$ cat config.mk
export PLATFORM = sky130hd
export DESIGN_NAME = zero_cross_peak_frequency_meter_flat
export DESIGN_NICKNAME = d
export VERILOG_FILES = /design/src/zcpf_pkg.sv /design/src/zcpf_if.sv /design/src/zcpf_front.sv /design/src/zcpf_queue.sv /design/src/zcpf_back.sv /design/src/zero_cross_peak_frequency_meter.sv /design/src/flat_wrapper.sv
export SDC_FILE = /design/constraint.sdc
export NUM_CORES = 1
export LEC_CHECK = 0
export BUFFER_PORTS_ARGS = -buffer_cell sky130_fd_sc_hd__buf_2
export CORE_MARGIN = 2
export CORE_UTILIZATION = 55
export CTS_CLUSTER_DIAMETER = 30
export CTS_CLUSTER_SIZE = 14
export DETAILED_ROUTE_END_ITERATION = 12
export PLACE_DENSITY = 0.81
export SETUP_SLACK_MARGIN = 0.05
export SKIP_LAST_GASP = 1
export SLEW_MARGIN = 20
export SYNTH_ARGS = -nofsm -noshare
export SYNTH_HDL_FRONTEND = slang
export SYNTH_HIERARCHICAL = 1
export SYNTH_SLANG_ARGS = --single-unit
export TNS_END_PERCENT = 1
$ cat constraint.sdc
create_clock -name clk -period 6.8 [get_ports clk]
set_input_delay 1.36 -clock clk [delete_from_list [all_inputs] [get_ports clk]]
set_output_delay 1.36 -clock clk [all_outputs]
set_load 0.02 [all_outputs]
$ cat src/zcpf_pkg.sv
`timescale 1ns / 1ps
// shared types and constants of the zero cross peak frequency meter
package zcpf_pkg;

	localparam int SAMPLE_W    = 16;
	localparam int TIME_W      = 32;
	localparam int FREQ_W      = 19;
	localparam int CFG_IDX_W   = 1;
	localparam int CFG_DATA_W  = 16;
	localparam int QUEUE_DEPTH = 2;

	localparam logic [FREQ_W-1:0] FREQ_MAX = FREQ_W'(500000);
	localparam logic [FREQ_W-1:0] HALF_MEGA = FREQ_W'(500000);
	localparam int DIV_CNT_W = $clog2(FREQ_W + 1);

	localparam logic [CFG_IDX_W-1:0] REG_MARGIN = CFG_IDX_W'(0);
	localparam logic [CFG_IDX_W-1:0] REG_OFFSET = CFG_IDX_W'(1);

	localparam logic FUNC_SAMPLE = 1'b0;
	localparam logic FUNC_START  = 1'b1;

	typedef enum logic [1:0] {
		PH_IDLE  = 2'd0,
		PH_WAIT  = 2'd1,
		PH_BELOW = 2'd2,
		PH_ABOVE = 2'd3
	} phase_t;

	typedef enum logic [1:0] {
		DV_IDLE = 2'd0,
		DV_RUN  = 2'd1,
		DV_DONE = 2'd2
	} div_state_t;

	typedef struct packed {
		logic signed [SAMPLE_W-1:0] level_mv;
		logic [TIME_W-1:0]          half_period_us;
	} job_t;

	typedef struct packed {
		logic push;
	} queue_ctl_t;

endpackage

$ cat src/zcpf_if.sv
`timescale 1ns / 1ps
// channel interfaces for samples, results and configuration writes
interface zcpf_smp_if;
	import zcpf_pkg::*;
	logic                       valid;
	logic                       ready;
	logic                       func;
	logic signed [SAMPLE_W-1:0] sample_mv;
	logic [TIME_W-1:0]          time_us;
	modport source (output valid, func, sample_mv, time_us, input ready);
	modport sink (input valid, func, sample_mv, time_us, output ready);
endinterface

interface zcpf_res_if;
	import zcpf_pkg::*;
	logic                       valid;
	logic                       ready;
	logic signed [SAMPLE_W-1:0] level_mv;
	logic [TIME_W-1:0]          half_period_us;
	logic [FREQ_W-1:0]          freq_hz;
	modport source (output valid, level_mv, half_period_us, freq_hz, input ready);
	modport sink (input valid, level_mv, half_period_us, freq_hz, output ready);
endinterface

interface zcpf_cfg_if;
	import zcpf_pkg::*;
	logic                  valid;
	logic                  ready;
	logic [CFG_IDX_W-1:0]  index;
	logic [CFG_DATA_W-1:0] data;
	modport source (output valid, index, data, input ready);
	modport sink (input valid, index, data, output ready);
endinterface

$ cat src/zcpf_front.sv
`timescale 1ns / 1ps
// front end: configuration registers, phase machine and peak tracking
module zcpf_front (
	input  logic                clk,
	input  logic                arst_n,
	zcpf_smp_if.sink            smp,
	zcpf_cfg_if.sink            cfg,
	input  logic                q_full,
	output zcpf_pkg::queue_ctl_t q_ctl,
	output zcpf_pkg::job_t      job
);
	import zcpf_pkg::*;

	logic signed [SAMPLE_W-1:0] margin_q;
	logic signed [SAMPLE_W-1:0] offset_q;
	logic signed [SAMPLE_W-1:0] peak_q;
	logic [TIME_W-1:0]          start_q;
	phase_t                     phase_q;
	phase_t                     phase_d;
	logic                       acc;
	logic                       is_zero;
	logic                       track;
	logic                       load_start;
	logic signed [SAMPLE_W:0]   sum;

	assign cfg.ready = 1'b1;
	assign smp.ready = !q_full;
	assign acc       = smp.valid && smp.ready;
	assign is_zero   = smp.sample_mv <= margin_q;

	always_ff @(posedge clk or negedge arst_n) begin
		if (!arst_n) begin
			margin_q <= '0;
			offset_q <= '0;
		end else if (cfg.valid && cfg.ready) begin
			case (cfg.index)
				REG_MARGIN: margin_q <= cfg.data;
				REG_OFFSET: offset_q <= cfg.data;
				default: ;
			endcase
		end
	end

	// next state
	always_comb begin
		phase_d = phase_q;
		if (acc) begin
			if (smp.func == FUNC_START) begin
				phase_d = PH_WAIT;
			end else if (phase_q != PH_IDLE) begin
				if (is_zero) begin
					phase_d = (phase_q == PH_ABOVE) ? PH_IDLE : PH_BELOW;
				end else if (phase_q == PH_BELOW) begin
					phase_d = PH_ABOVE;
				end
			end
		end
	end

	// outputs
	always_comb begin
		q_ctl.push = 1'b0;
		track      = 1'b0;
		load_start = 1'b0;
		if (acc && smp.func == FUNC_SAMPLE && phase_q != PH_IDLE) begin
			if (is_zero) begin
				q_ctl.push = (phase_q == PH_ABOVE);
				load_start = (phase_q != PH_ABOVE);
			end else begin
				track = (phase_q == PH_BELOW) || (phase_q == PH_ABOVE);
			end
		end
	end

	always_ff @(posedge clk or negedge arst_n) begin
		if (!arst_n) begin
			phase_q <= PH_IDLE;
			peak_q  <= '0;
			start_q <= '0;
		end else begin
			phase_q <= phase_d;
			if (acc && smp.func == FUNC_START) begin
				peak_q  <= '0;
				start_q <= '0;
			end else begin
				if (track && peak_q < smp.sample_mv) begin
					peak_q <= smp.sample_mv;
				end
				if (load_start) begin
					start_q <= smp.time_us;
				end
			end
		end
	end

	// saturated level and half period
	assign sum = (SAMPLE_W+1)'(offset_q) + (SAMPLE_W+1)'(peak_q);

	always_comb begin
		if (sum[SAMPLE_W] != sum[SAMPLE_W-1]) begin
			job.level_mv = sum[SAMPLE_W] ? {1'b1, {(SAMPLE_W-1){1'b0}}}
				: {1'b0, {(SAMPLE_W-1){1'b1}}};
		end else begin
			job.level_mv = sum[SAMPLE_W-1:0];
		end
		job.half_period_us = smp.time_us - start_q;
	end

endmodule

$ cat src/zcpf_queue.sv
`timescale 1ns / 1ps
// short queue of measurements between front end and divider
module zcpf_queue #(
	parameter int DEPTH = zcpf_pkg::QUEUE_DEPTH
) (
	input  logic                 clk,
	input  logic                 arst_n,
	input  zcpf_pkg::queue_ctl_t q_ctl,
	input  zcpf_pkg::job_t       wr_job,
	output logic                 full,
	output logic                 empty,
	input  logic                 pop,
	output zcpf_pkg::job_t       rd_job
);
	import zcpf_pkg::*;

	localparam int PW = (DEPTH > 1) ? $clog2(DEPTH) : 1;
	localparam int CW = $clog2(DEPTH + 1);

	job_t          mem_q [DEPTH];
	logic [PW-1:0] wp_q;
	logic [PW-1:0] rp_q;
	logic [CW-1:0] cnt_q;
	logic          do_push;
	logic          do_pop;

	assign full    = cnt_q == CW'(DEPTH);
	assign empty   = cnt_q == '0;
	assign do_push = q_ctl.push && !full;
	assign do_pop  = pop && !empty;
	assign rd_job  = mem_q[rp_q];

	always_ff @(posedge clk) begin
		if (do_push) begin
			mem_q[wp_q] <= wr_job;
		end
	end

	always_ff @(posedge clk or negedge arst_n) begin
		if (!arst_n) begin
			wp_q  <= '0;
			rp_q  <= '0;
			cnt_q <= '0;
		end else begin
			if (do_push) begin
				wp_q <= (wp_q == PW'(DEPTH - 1)) ? '0 : wp_q + 1'b1;
			end
			if (do_pop) begin
				rp_q <= (rp_q == PW'(DEPTH - 1)) ? '0 : rp_q + 1'b1;
			end
			cnt_q <= cnt_q + CW'(do_push) - CW'(do_pop);
		end
	end

endmodule

$ cat src/zcpf_back.sv
`timescale 1ns / 1ps
// back end: radix-2 frequency divider and result register
module zcpf_back (
	input  logic           clk,
	input  logic           arst_n,
	input  logic           q_empty,
	output logic           q_pop,
	input  zcpf_pkg::job_t q_job,
	zcpf_res_if.source     res
);
	import zcpf_pkg::*;

	div_state_t            st_q;
	div_state_t            st_d;
	job_t                  job_q;
	logic [TIME_W-1:0]     rem_q;
	logic [FREQ_W-1:0]     quot_q;
	logic [DIV_CNT_W-1:0]  cnt_q;
	logic [TIME_W:0]       trial;
	logic [TIME_W:0]       diff;
	logic                  load;
	logic                  step;
	logic                  last;

	assign trial = {rem_q, quot_q[FREQ_W-1]};
	assign diff  = trial - {1'b0, job_q.half_period_us};
	assign last  = cnt_q == DIV_CNT_W'(1);

	// next state
	always_comb begin
		st_d = st_q;
		case (st_q)
			DV_IDLE: begin
				if (!q_empty) begin
					st_d = (q_job.half_period_us == '0) ? DV_DONE : DV_RUN;
				end
			end
			DV_RUN: begin
				if (last) begin
					st_d = DV_DONE;
				end
			end
			DV_DONE: begin
				if (res.ready) begin
					st_d = DV_IDLE;
				end
			end
			default: st_d = DV_IDLE;
		endcase
	end

	// outputs
	always_comb begin
		load      = 1'b0;
		step      = 1'b0;
		res.valid = 1'b0;
		case (st_q)
			DV_IDLE: load = !q_empty;
			DV_RUN:  step = 1'b1;
			DV_DONE: res.valid = 1'b1;
			default: ;
		endcase
	end

	assign q_pop              = load;
	assign res.level_mv       = job_q.level_mv;
	assign res.half_period_us = job_q.half_period_us;
	assign res.freq_hz        = quot_q;

	always_ff @(posedge clk or negedge arst_n) begin
		if (!arst_n) begin
			st_q  <= DV_IDLE;
			cnt_q <= '0;
		end else begin
			st_q <= st_d;
			if (load) begin
				cnt_q <= DIV_CNT_W'(FREQ_W);
			end else if (step) begin
				cnt_q <= cnt_q - 1'b1;
			end
		end
	end

	always_ff @(posedge clk) begin
		if (load) begin
			job_q  <= q_job;
			rem_q  <= '0;
			quot_q <= (q_job.half_period_us == '0) ? FREQ_MAX : HALF_MEGA;
		end else if (step) begin
			if (!diff[TIME_W]) begin
				rem_q  <= diff[TIME_W-1:0];
				quot_q <= {quot_q[FREQ_W-2:0], 1'b1};
			end else begin
				rem_q  <= trial[TIME_W-1:0];
				quot_q <= {quot_q[FREQ_W-2:0], 1'b0};
			end
		end
	end

endmodule

$ cat src/zero_cross_peak_frequency_meter.sv
`timescale 1ns / 1ps
// top level of the zero cross peak frequency meter
// A start command (func = 1) clears the peak and arms the detector; samples then
// move it through waiting, below and above the margin, and the first sample back
// at or below the margin after the above phase yields one result: offset plus
// peak (saturated), the half period in microseconds and 500000 / half period in
// Hz (500000 when the half period is zero). Samples are taken one per cycle while
// the measurement queue has room. With the back end free, the result of a crossing
// sample passes through a queue pop, then 19 steps of the radix-2 divider, and
// stays in the result register until its transfer; the back end takes no new
// measurement before that transfer. A zero half period skips the divider.
module zero_cross_peak_frequency_meter #(
	parameter int QUEUE_DEPTH = zcpf_pkg::QUEUE_DEPTH
) (
	input  logic       clk,
	input  logic       arst_n,
	zcpf_smp_if.sink   smp,
	zcpf_cfg_if.sink   cfg,
	zcpf_res_if.source res
);
	import zcpf_pkg::*;

	queue_ctl_t q_ctl;
	job_t       wr_job;
	job_t       rd_job;
	logic       q_full;
	logic       q_empty;
	logic       q_pop;

	zcpf_front u_front (
		.clk    (clk),
		.arst_n (arst_n),
		.smp    (smp),
		.cfg    (cfg),
		.q_full (q_full),
		.q_ctl  (q_ctl),
		.job    (wr_job)
	);

	zcpf_queue #(
		.DEPTH (QUEUE_DEPTH)
	) u_queue (
		.clk    (clk),
		.arst_n (arst_n),
		.q_ctl  (q_ctl),
		.wr_job (wr_job),
		.full   (q_full),
		.empty  (q_empty),
		.pop    (q_pop),
		.rd_job (rd_job)
	);

	zcpf_back u_back (
		.clk     (clk),
		.arst_n  (arst_n),
		.q_empty (q_empty),
		.q_pop   (q_pop),
		.q_job   (rd_job),
		.res     (res)
	);

endmodule

$ cat src/flat_wrapper.sv
// flat-port wrapper written by rule: the top's interface ports become plain ports
module zero_cross_peak_frequency_meter_flat import zcpf_pkg::*;
#(
	parameter int QUEUE_DEPTH = zcpf_pkg::QUEUE_DEPTH
)
  (clk, arst_n, smp_valid, smp_func, smp_sample_mv, smp_time_us, smp_ready, cfg_valid, cfg_index, cfg_data, cfg_ready, res_valid, res_level_mv, res_half_period_us, res_freq_hz, res_ready);
  zcpf_smp_if smp_i ();
  zcpf_cfg_if cfg_i ();
  zcpf_res_if res_i ();
  input  logic clk;
  input  logic arst_n;
  input wire logic [$bits(smp_i.valid)-1:0] smp_valid;
  input wire logic [$bits(smp_i.func)-1:0] smp_func;
  input wire logic [$bits(smp_i.sample_mv)-1:0] smp_sample_mv;
  input wire logic [$bits(smp_i.time_us)-1:0] smp_time_us;
  output wire logic [$bits(smp_i.ready)-1:0] smp_ready;
  input wire logic [$bits(cfg_i.valid)-1:0] cfg_valid;
  input wire logic [$bits(cfg_i.index)-1:0] cfg_index;
  input wire logic [$bits(cfg_i.data)-1:0] cfg_data;
  output wire logic [$bits(cfg_i.ready)-1:0] cfg_ready;
  output wire logic [$bits(res_i.valid)-1:0] res_valid;
  output wire logic [$bits(res_i.level_mv)-1:0] res_level_mv;
  output wire logic [$bits(res_i.half_period_us)-1:0] res_half_period_us;
  output wire logic [$bits(res_i.freq_hz)-1:0] res_freq_hz;
  input wire logic [$bits(res_i.ready)-1:0] res_ready;
  assign smp_i.valid = smp_valid;
  assign smp_i.func = smp_func;
  assign smp_i.sample_mv = smp_sample_mv;
  assign smp_i.time_us = smp_time_us;
  assign smp_ready = smp_i.ready;
  assign cfg_i.valid = cfg_valid;
  assign cfg_i.index = cfg_index;
  assign cfg_i.data = cfg_data;
  assign cfg_ready = cfg_i.ready;
  assign res_valid = res_i.valid;
  assign res_level_mv = res_i.level_mv;
  assign res_half_period_us = res_i.half_period_us;
  assign res_freq_hz = res_i.freq_hz;
  assign res_i.ready = res_ready;
  zero_cross_peak_frequency_meter #(.QUEUE_DEPTH(QUEUE_DEPTH)) u_core (.clk(clk), .arst_n(arst_n), .smp(smp_i), .cfg(cfg_i), .res(res_i));
endmodule
==> flow_metrics.env, run 1 <==
export IMPL_synth_top_family_by_area="compound AO/OA/AOI/OAI gates"
export IMPL_wire_per_inst_microns=18.6
export IMPL_layout_nets=1892
export IMPL_htreeDepth=3
export IMPL_min_path_type="register to register"
export IMPL_synthAdderAreaFrac_pct=9.39
export IMPL_yosys_area_top_type="edfxtp_1"
export IMPL_ctsResizeCount=0
export IMPL_place_area_sq_um=17300
export IMPL_crit_path_max_incr_delay_ns=0.50
export IMPL_drtPass1Iterations=8
export IMPL_ant_nets=0
export IMPL_synth_compound_area_share_pct=15.7
export IMPL_crit_family="simple AND/OR/NAND/NOR gates"
export IMPL_tightest_slew_ns=1.04
export IMPL_area_growth_pct=20.4
export IMPL_dr_first_iter_drc_count=1203
export IMPL_finalSetupViolations=0
export IMPL_finClkSkew_ns=0.0369
export IMPL_die_area_sq_um=31000
export IMPL_grt_max_degree=59
export IMPL_ys_ff_latch=288
export IMPL_io_pins=141
export IMPL_cts_buffers=66
export IMPL_std_cell_rows=62
export IMPL_crit_buf_inv=2
export IMPL_synth_main_ff_cell="edfxtp_1"
export IMPL_cp_max_fo=29
export IMPL_cap_violations=0
export IMPL_grtUsageTotal_pct=25.9
export IMPL_dieWidth_microns=176
export IMPL_tns_ns=0
export IMPL_finalCritPeriodShare_pct=60.8
export IMPL_synthCells=1540
export IMPL_cts_tree="done"
export IMPL_slew_violations=0
export IMPL_synth_seq_area_share_pct=47.2
export IMPL_rsz0062_at_grt="no"
export IMPL_path_cells="buf_2, ha_1, nand4_1, or2_1, nor2_1, o21ai_2, and4_4, o21ai_4, nand2_1, nor2_1, nand2_1, nor2_4, buf_4"
export IMPL_core_sq_um=28900
export IMPL_relSlewSlack_pct=30.5
export IMPL_cts_buffer_depth=3
export IMPL_arrival_ns=4.34
export IMPL_gp_congestion=0.883
export IMPL_power_density_nw_per_um2=507
export IMPL_async_reset_ff_share_pct=32.3
export IMPL_layout_common_cells="nand2_1 (155), edfxtp_1 (144), buf_2 (138), inv_1 (123), a21oi_1 (123)"
export IMPL_slowest_stage="nor2_4"
export IMPL_avgSynthCellArea_sq_um=10.6
export IMPL_max_freq_ghz=0.242
export IMPL_synth_area_sq_um=16300
export IMPL_yosysTopAreaCellShare_pct=26.6
export IMPL_synthSimpleGateAreaFrac_pct=10.9
export IMPL_status="complete, no violations"
export IMPL_critPathCaptureType="register"
export IMPL_grt_ovfl_total=0
export IMPL_io_buffers=139
export IMPL_vias=12644
export IMPL_synthMuxAreaShare_pct=8.41
export IMPL_insertion_delay_ns=0.57
export IMPL_die_h_microns=176
export IMPL_final_area_sq_um=19600
export IMPL_final_common_cell="nand2_1"
export IMPL_power_leakage_nw=8.56
export IMPL_grt_antenna_before_repair=2
export IMPL_synth_warning_count=6
export IMPL_required_ns=7.00
export IMPL_ys_types=91
export IMPL_root_buffer="clkbuf_16"
export IMPL_start_kind="primary input"
export IMPL_grt_pass1_wl_mm=64.6
export IMPL_synth_xor_xnor_area_share_pct=3.88
export IMPL_cts_sinks=288
export IMPL_drc=0
export IMPL_netlist_top_cells_area="edfxtp_1 (27%), dfrtp_1 (14%), ha_1 (8.8%)"
export IMPL_n_fill_cell=2050
export IMPL_drive_gt1_share_pct=23.0
export IMPL_synth_nets=1728
export IMPL_ir_drop_mv=0.274
export IMPL_first_global_vias=12769
export IMPL_finalCriticalPeriod_ns=4.14
export IMPL_critical_path_class="primary input to register"
export IMPL_place_detailed_hpwl_mm=26.3
export IMPL_postCtsHoldBufs=0
export IMPL_wl_mm=39.9
export IMPL_cts_setup_buffers=0
export IMPL_finalHoldViolations=0
export IMPL_synth_edf_count=144
export IMPL_viasPerCell=5.91
export IMPL_clk_pin_slew_worst_paths_ns=0.05
export IMPL_initial_core_util_pct=56.2
[cells in the mapped netlist, types with 3 or more instances]
cell,n
ha_1,114
edfxtp_1,144
o2111ai_1,3
o21ai_1,3
fa_1,3
and3_1,7
nor4_1,11
mux2i_1,26
buf_2,11
o31a_1,5
and4_1,5
or3_1,4
dfrtp_1,93
xnor2_1,40
o211ai_1,6
nor2b_1,21
and2_1,5
a21oi_1,123
nand4_1,12
mux2_4,10
a21o_1,41
inv_1,123
clkbuf_1,33
maj3_1,3
a31oi_1,19
mux2_2,85
o211a_1,3
dfxtp_1,51
nand3_1,34
a32oi_1,8
xor2_1,27
o21a_1,17
o21ai_0,98
nor3_1,14
a21oi_2,5
nand2_1,155
buf_4,5
nand2b_1,23
or2_2,9
a211o_1,6
nor2_1,60
a211oi_1,6
o21bai_1,8
[flip-flops by register name, summed over array words and instances (netlist names), 2 cells and up]
name,cells
u_core/u_queue/mem_q,96
u_core/u_back/rem_q,32
u_core/u_back/res.half_period_us,32
u_core/u_front/start_q,32
u_core/u_back/res.freq_hz,19
u_core/u_back/res.level_mv,16
u_core/u_front/margin_q,16
u_core/u_front/offset_q,16
u_core/u_front/peak_q,16
u_core/u_back/cnt_q,5
u_core/u_back/st_q,2
u_core/u_front/phase_q,2
u_core/u_queue/cnt_q,2
[path summary, 6_finish.rpt]
kind | slack [ns] | endpoint | depth (start not counted) | from
setup reg to reg | 3.13 | u_core/u_back/rem_q[20]$_SDFFE_PP0P_ | 10 | u_core/u_back/res.half_period_us[0]$_DFFE_PP_
setup / recovery | 2.66 | u_core/u_queue/mem_q[0][24]$_DFFE_PP_ | 13 | smp_sample_mv[13]
hold / removal | 0.45 | u_core/u_back/res.freq_hz[1]$_SDFFE_PP0P_ | 2 | u_core/u_back/res.freq_hz[0]$_SDFFE_PP0P_
min in group asynchronous | 0.79 | u_core/u_front/offset_q[8]$_DFFE_PN0P_ | 1 | arst_n
hold reg to reg | 0.45 | u_core/u_back/res.freq_hz[1]$_SDFFE_PP0P_ | 2 | u_core/u_back/res.freq_hz[0]$_SDFFE_PP0P_
max in group asynchronous | 4.88 | u_core/u_front/start_q[30]$_DFFE_PN0P_ | 2 | arst_n
[per-stage QoR]
stage | setup WS, ns | hold WS (ns) | cells | utilization (%) | total power, mW
2_1_floorplan | 1.44 | 0.443 | 1540 | - | 5.61
5_1_grt | 2.46 | 0.478 | 2140 | 67.7 | 10.5
3_5_place_dp | 2.19 | 0.441 | 2020 | 59.7 | 6.54
6_report | 2.66 | 0.452 | 2140 | 67.7 | 9.93
4_1_cts | 2.69 | 0.450 | 2139 | 67.7 | 9.88
3_3_place_gp | 2.28 | 0.436 | 2020 | 59.7 | 6.39
[report_power, final]
part           total (mW)  switching [mW]  internal, mW
sequential           2.72           0.284          2.43
combinational        4.00            2.49          1.50
clock                3.21            1.05          2.16
[per-layer routing]
metal  wire [microns]  track usage, %  vias to the layer above  share of wire, %
met5               13               0                        -             0.033
met4             1210            10.7                        2               3.0
met3             2480            4.76                       98               6.2
met2            19200            42.8                      536                48
met1            16900            33.8                     6094                42
li1                 -               -                     5914                 -
[logic make-up after synthesis]
| logic type | after synthesis |
|---|---|
| other cells | 1 |
| mux | 121 |
| buf+inv | 178 |
| simple gates | 373 |
| fa+ha+maj | 121 |
| compound gates | 389 |
| xor+xnor | 69 |
| flops | 288 |
[area by class of cell]
type | instances | area, sq um | area share (%)
Timing Repair Buffer | 150 | 781 | 3.99
Sequential cell | 288 | 7670 | 39.2
Tap cell | 384 | 480 | 2.45
Inverter | 124 | 465 | 2.38
Multi-Input combinational cell | 1074 | 7880 | 40.2
Clock inverter | 44 | 564 | 2.88
Clock buffer | 75 | 1740 | 8.86
Antenna cell | 1 | 2.50 | 0.0128
[worst reg2reg max path: cells and delay by family (launching register included)]
family                     cells  cell delay (ns)
AOI/OAI and AO/OA              5             1.06
xor gates and xnor gates       1             0.74
and+or+nand+nor                2             0.69
adders and majority gates      2             0.66
DFF                            1             0.44
No activity file was read; power rests on OpenSTA's default activity.
==> run 2: changes to the inputs <==
clock period = 4.3 ns   (was 6.8 ns; I/O delays follow)
==> run 2 against run 1 <==
  * Clock power grew 44%
  * Routed wire length shrank 4.1%
  * Core utilization shrank 0.51 points
  * Sequential power grew 58%
  * Largest power group unchanged
==> flow_metrics.env, run 2 (synthesis results as in run 1) <==
export IMPL_cp_max_fo=11
export IMPL_start_kind="register"
export IMPL_dr_first_iter_drc_count=1046
export IMPL_io_buffers=139
export IMPL_regMostFlops="u_core/u_queue/mem_q"
export IMPL_viasPerCell=5.82
export IMPL_rr_worst_depth=11
export IMPL_place_detailed_hpwl_mm=25.6
export IMPL_postCtsHoldBufs=0
export IMPL_power_density_nw_per_um2=780
export IMPL_first_global_vias=12282
export IMPL_grt_antenna_before_repair=2
export IMPL_crit_path_max_incr_delay_ns=0.54
export IMPL_die_area_sq_um=31000
export IMPL_grt_ovfl_total=0
export IMPL_vias=12434
export IMPL_root_buffer="clkbuf_16"
export IMPL_drtPass1Iterations=5
export IMPL_insertion_delay_ns=0.58
export IMPL_relSlewSlack_pct=39.2
export IMPL_grtUsageTotal_pct=24.7
export IMPL_cts_buffers=59
export IMPL_status="complete, no violations"
export IMPL_wire_per_inst_microns=17.9
export IMPL_std_cell_rows=62
export IMPL_final_common_cell="nand2_1"
export IMPL_critical_path_class="register to register"
export IMPL_grt_pass1_wl_mm=62.0
export IMPL_largest_reg_flops=96
export IMPL_layout_common_cells="nand2_1 (155), edfxtp_1 (144), buf_2 (138), inv_1 (123), a21oi_1 (123)"
export IMPL_drc=0
export IMPL_required_ns=4.56
export IMPL_htreeDepth=2
export IMPL_ant_nets=0
export IMPL_cts_tree="done"
export IMPL_finalSetupViolations=0
export IMPL_ir_drop_mv=0.449
export IMPL_cts_sinks=288
export IMPL_critPathCaptureType="register"
export IMPL_area_growth_pct=19.5
export IMPL_fin_cells=2137
export IMPL_cts_setup_buffers=0
export IMPL_clk_pin_slew_worst_paths_ns=0.05
export IMPL_finClkSkew_ns=0.0218
export IMPL_cap_violations=0
export IMPL_layout_nets=1889
export IMPL_grt_max_degree=75
export IMPL_finalCriticalPeriod_ns=3.30
export IMPL_tns_ns=0
export IMPL_power_leakage_nw=8.48
export IMPL_slowest_stage="o41a_1"
export IMPL_path_cells="ha_1, inv_1, fa_1, nor2b_1, o31a_1, o211a_1, o2111ai_1, a21oi_1, o41a_1, nand2_1, o21ai_0"
export IMPL_finalHoldViolations=0
export IMPL_ctsResizeCount=0
export IMPL_drive_gt1_share_pct=22.6
export IMPL_tightest_slew_ns=0.910
export IMPL_initial_core_util_pct=56.2
export IMPL_min_path_type="primary input to async pin"
export IMPL_rsz0062_at_grt="no"
export IMPL_finalCritPeriodShare_pct=76.9
export IMPL_io_pins=141
export IMPL_gp_congestion=0.899
export IMPL_slew_violations=0
export IMPL_dieWidth_microns=176
export IMPL_wl_mm=38.2
export IMPL_core_sq_um=28900
export IMPL_cts_buffer_depth=3
export IMPL_die_h_microns=176
export IMPL_place_inst=2024
export IMPL_max_freq_ghz=0.303
export IMPL_arrival_ns=3.57
==> run 2: power by group <==
part           switching (mW)  total (mW)  internal (mW)
Clock                    1.56        4.63           3.07
Combinational            3.82        6.21           2.39
Sequential              0.466        4.31           3.85
Total                    5.84        15.2           9.31
==> run 2: routing by layer <==
layer | vias up | global-route usage [%] | routed length, microns
li1 | 5899 | - | -
met4 | 2 | 9.02 | 1210
met1 | 5979 | 32.8 | 16400
met5 | - | 0 | 13
met2 | 464 | 40.7 | 18100
met3 | 90 | 4.65 | 2570
==> run 2: per-stage QoR <==
stage | utilization, % | hold WS (ns) | worst slack [ns] | instance area, sq um | total power, mW
CTS | 67.2 | 0.441 | 1.01 | 19400 | 15.1
global route | 67.2 | 0.367 | 0.810 | 19400 | 16.0
global placement | 60.0 | 0.435 | 0.649 | 17400 | 10.1
floorplan | - | 0.443 | 0.237 | 16300 | 8.87
finish | 67.2 | 0.312 | 0.995 | 19400 | 15.2
detailed placement | 60.0 | 0.442 | 0.609 | 17400 | 10.3
==> run 2: path summary, 6_finish.rpt <==
check                                                           startpoint                                         end  slack (ns)
worst max-delay path                u_core/u_front/offset_q[0]$_DFFE_PN0P_       u_core/u_queue/mem_q[0][40]$_DFFE_PP_         1.0
worst min register to register  u_core/u_back/res.freq_hz[13]$_SDFFE_PP1P_  u_core/u_back/res.freq_hz[14]$_SDFFE_PP0P_        0.45
worst min-delay path                                                arst_n     u_core/u_front/margin_q[11]$_DFFE_PN0P_        0.31
max in group asynchronous                                           arst_n      u_core/u_front/start_q[27]$_DFFE_PN0P_        3.19
worst max register to register      u_core/u_front/offset_q[0]$_DFFE_PN0P_       u_core/u_queue/mem_q[0][40]$_DFFE_PP_         1.0
min in group clk                u_core/u_back/res.freq_hz[13]$_SDFFE_PP1P_  u_core/u_back/res.freq_hz[14]$_SDFFE_PP0P_        0.45
==> run 2: final cells by class <==
cell class                 instances  area [sq um]
clock inverter                    46           539
antenna                            1          2.50
timing repair buffer             154           865
sequential                       288          7670
inverter                         124           465
multi-input combinational       1074          7880
fill                            2009          9500
clock buffer                      66          1530
tap                              384           480
==> run 2: critical path: cells and delay by family (launching register included) <==
kind / cells / cell delay, ns
compound gates: 6 / 1.71
fa+ha+maj: 2 / 0.43
flops: 1 / 0.39
simple gates: 2 / 0.39
buf+inv: 1 / 0.07
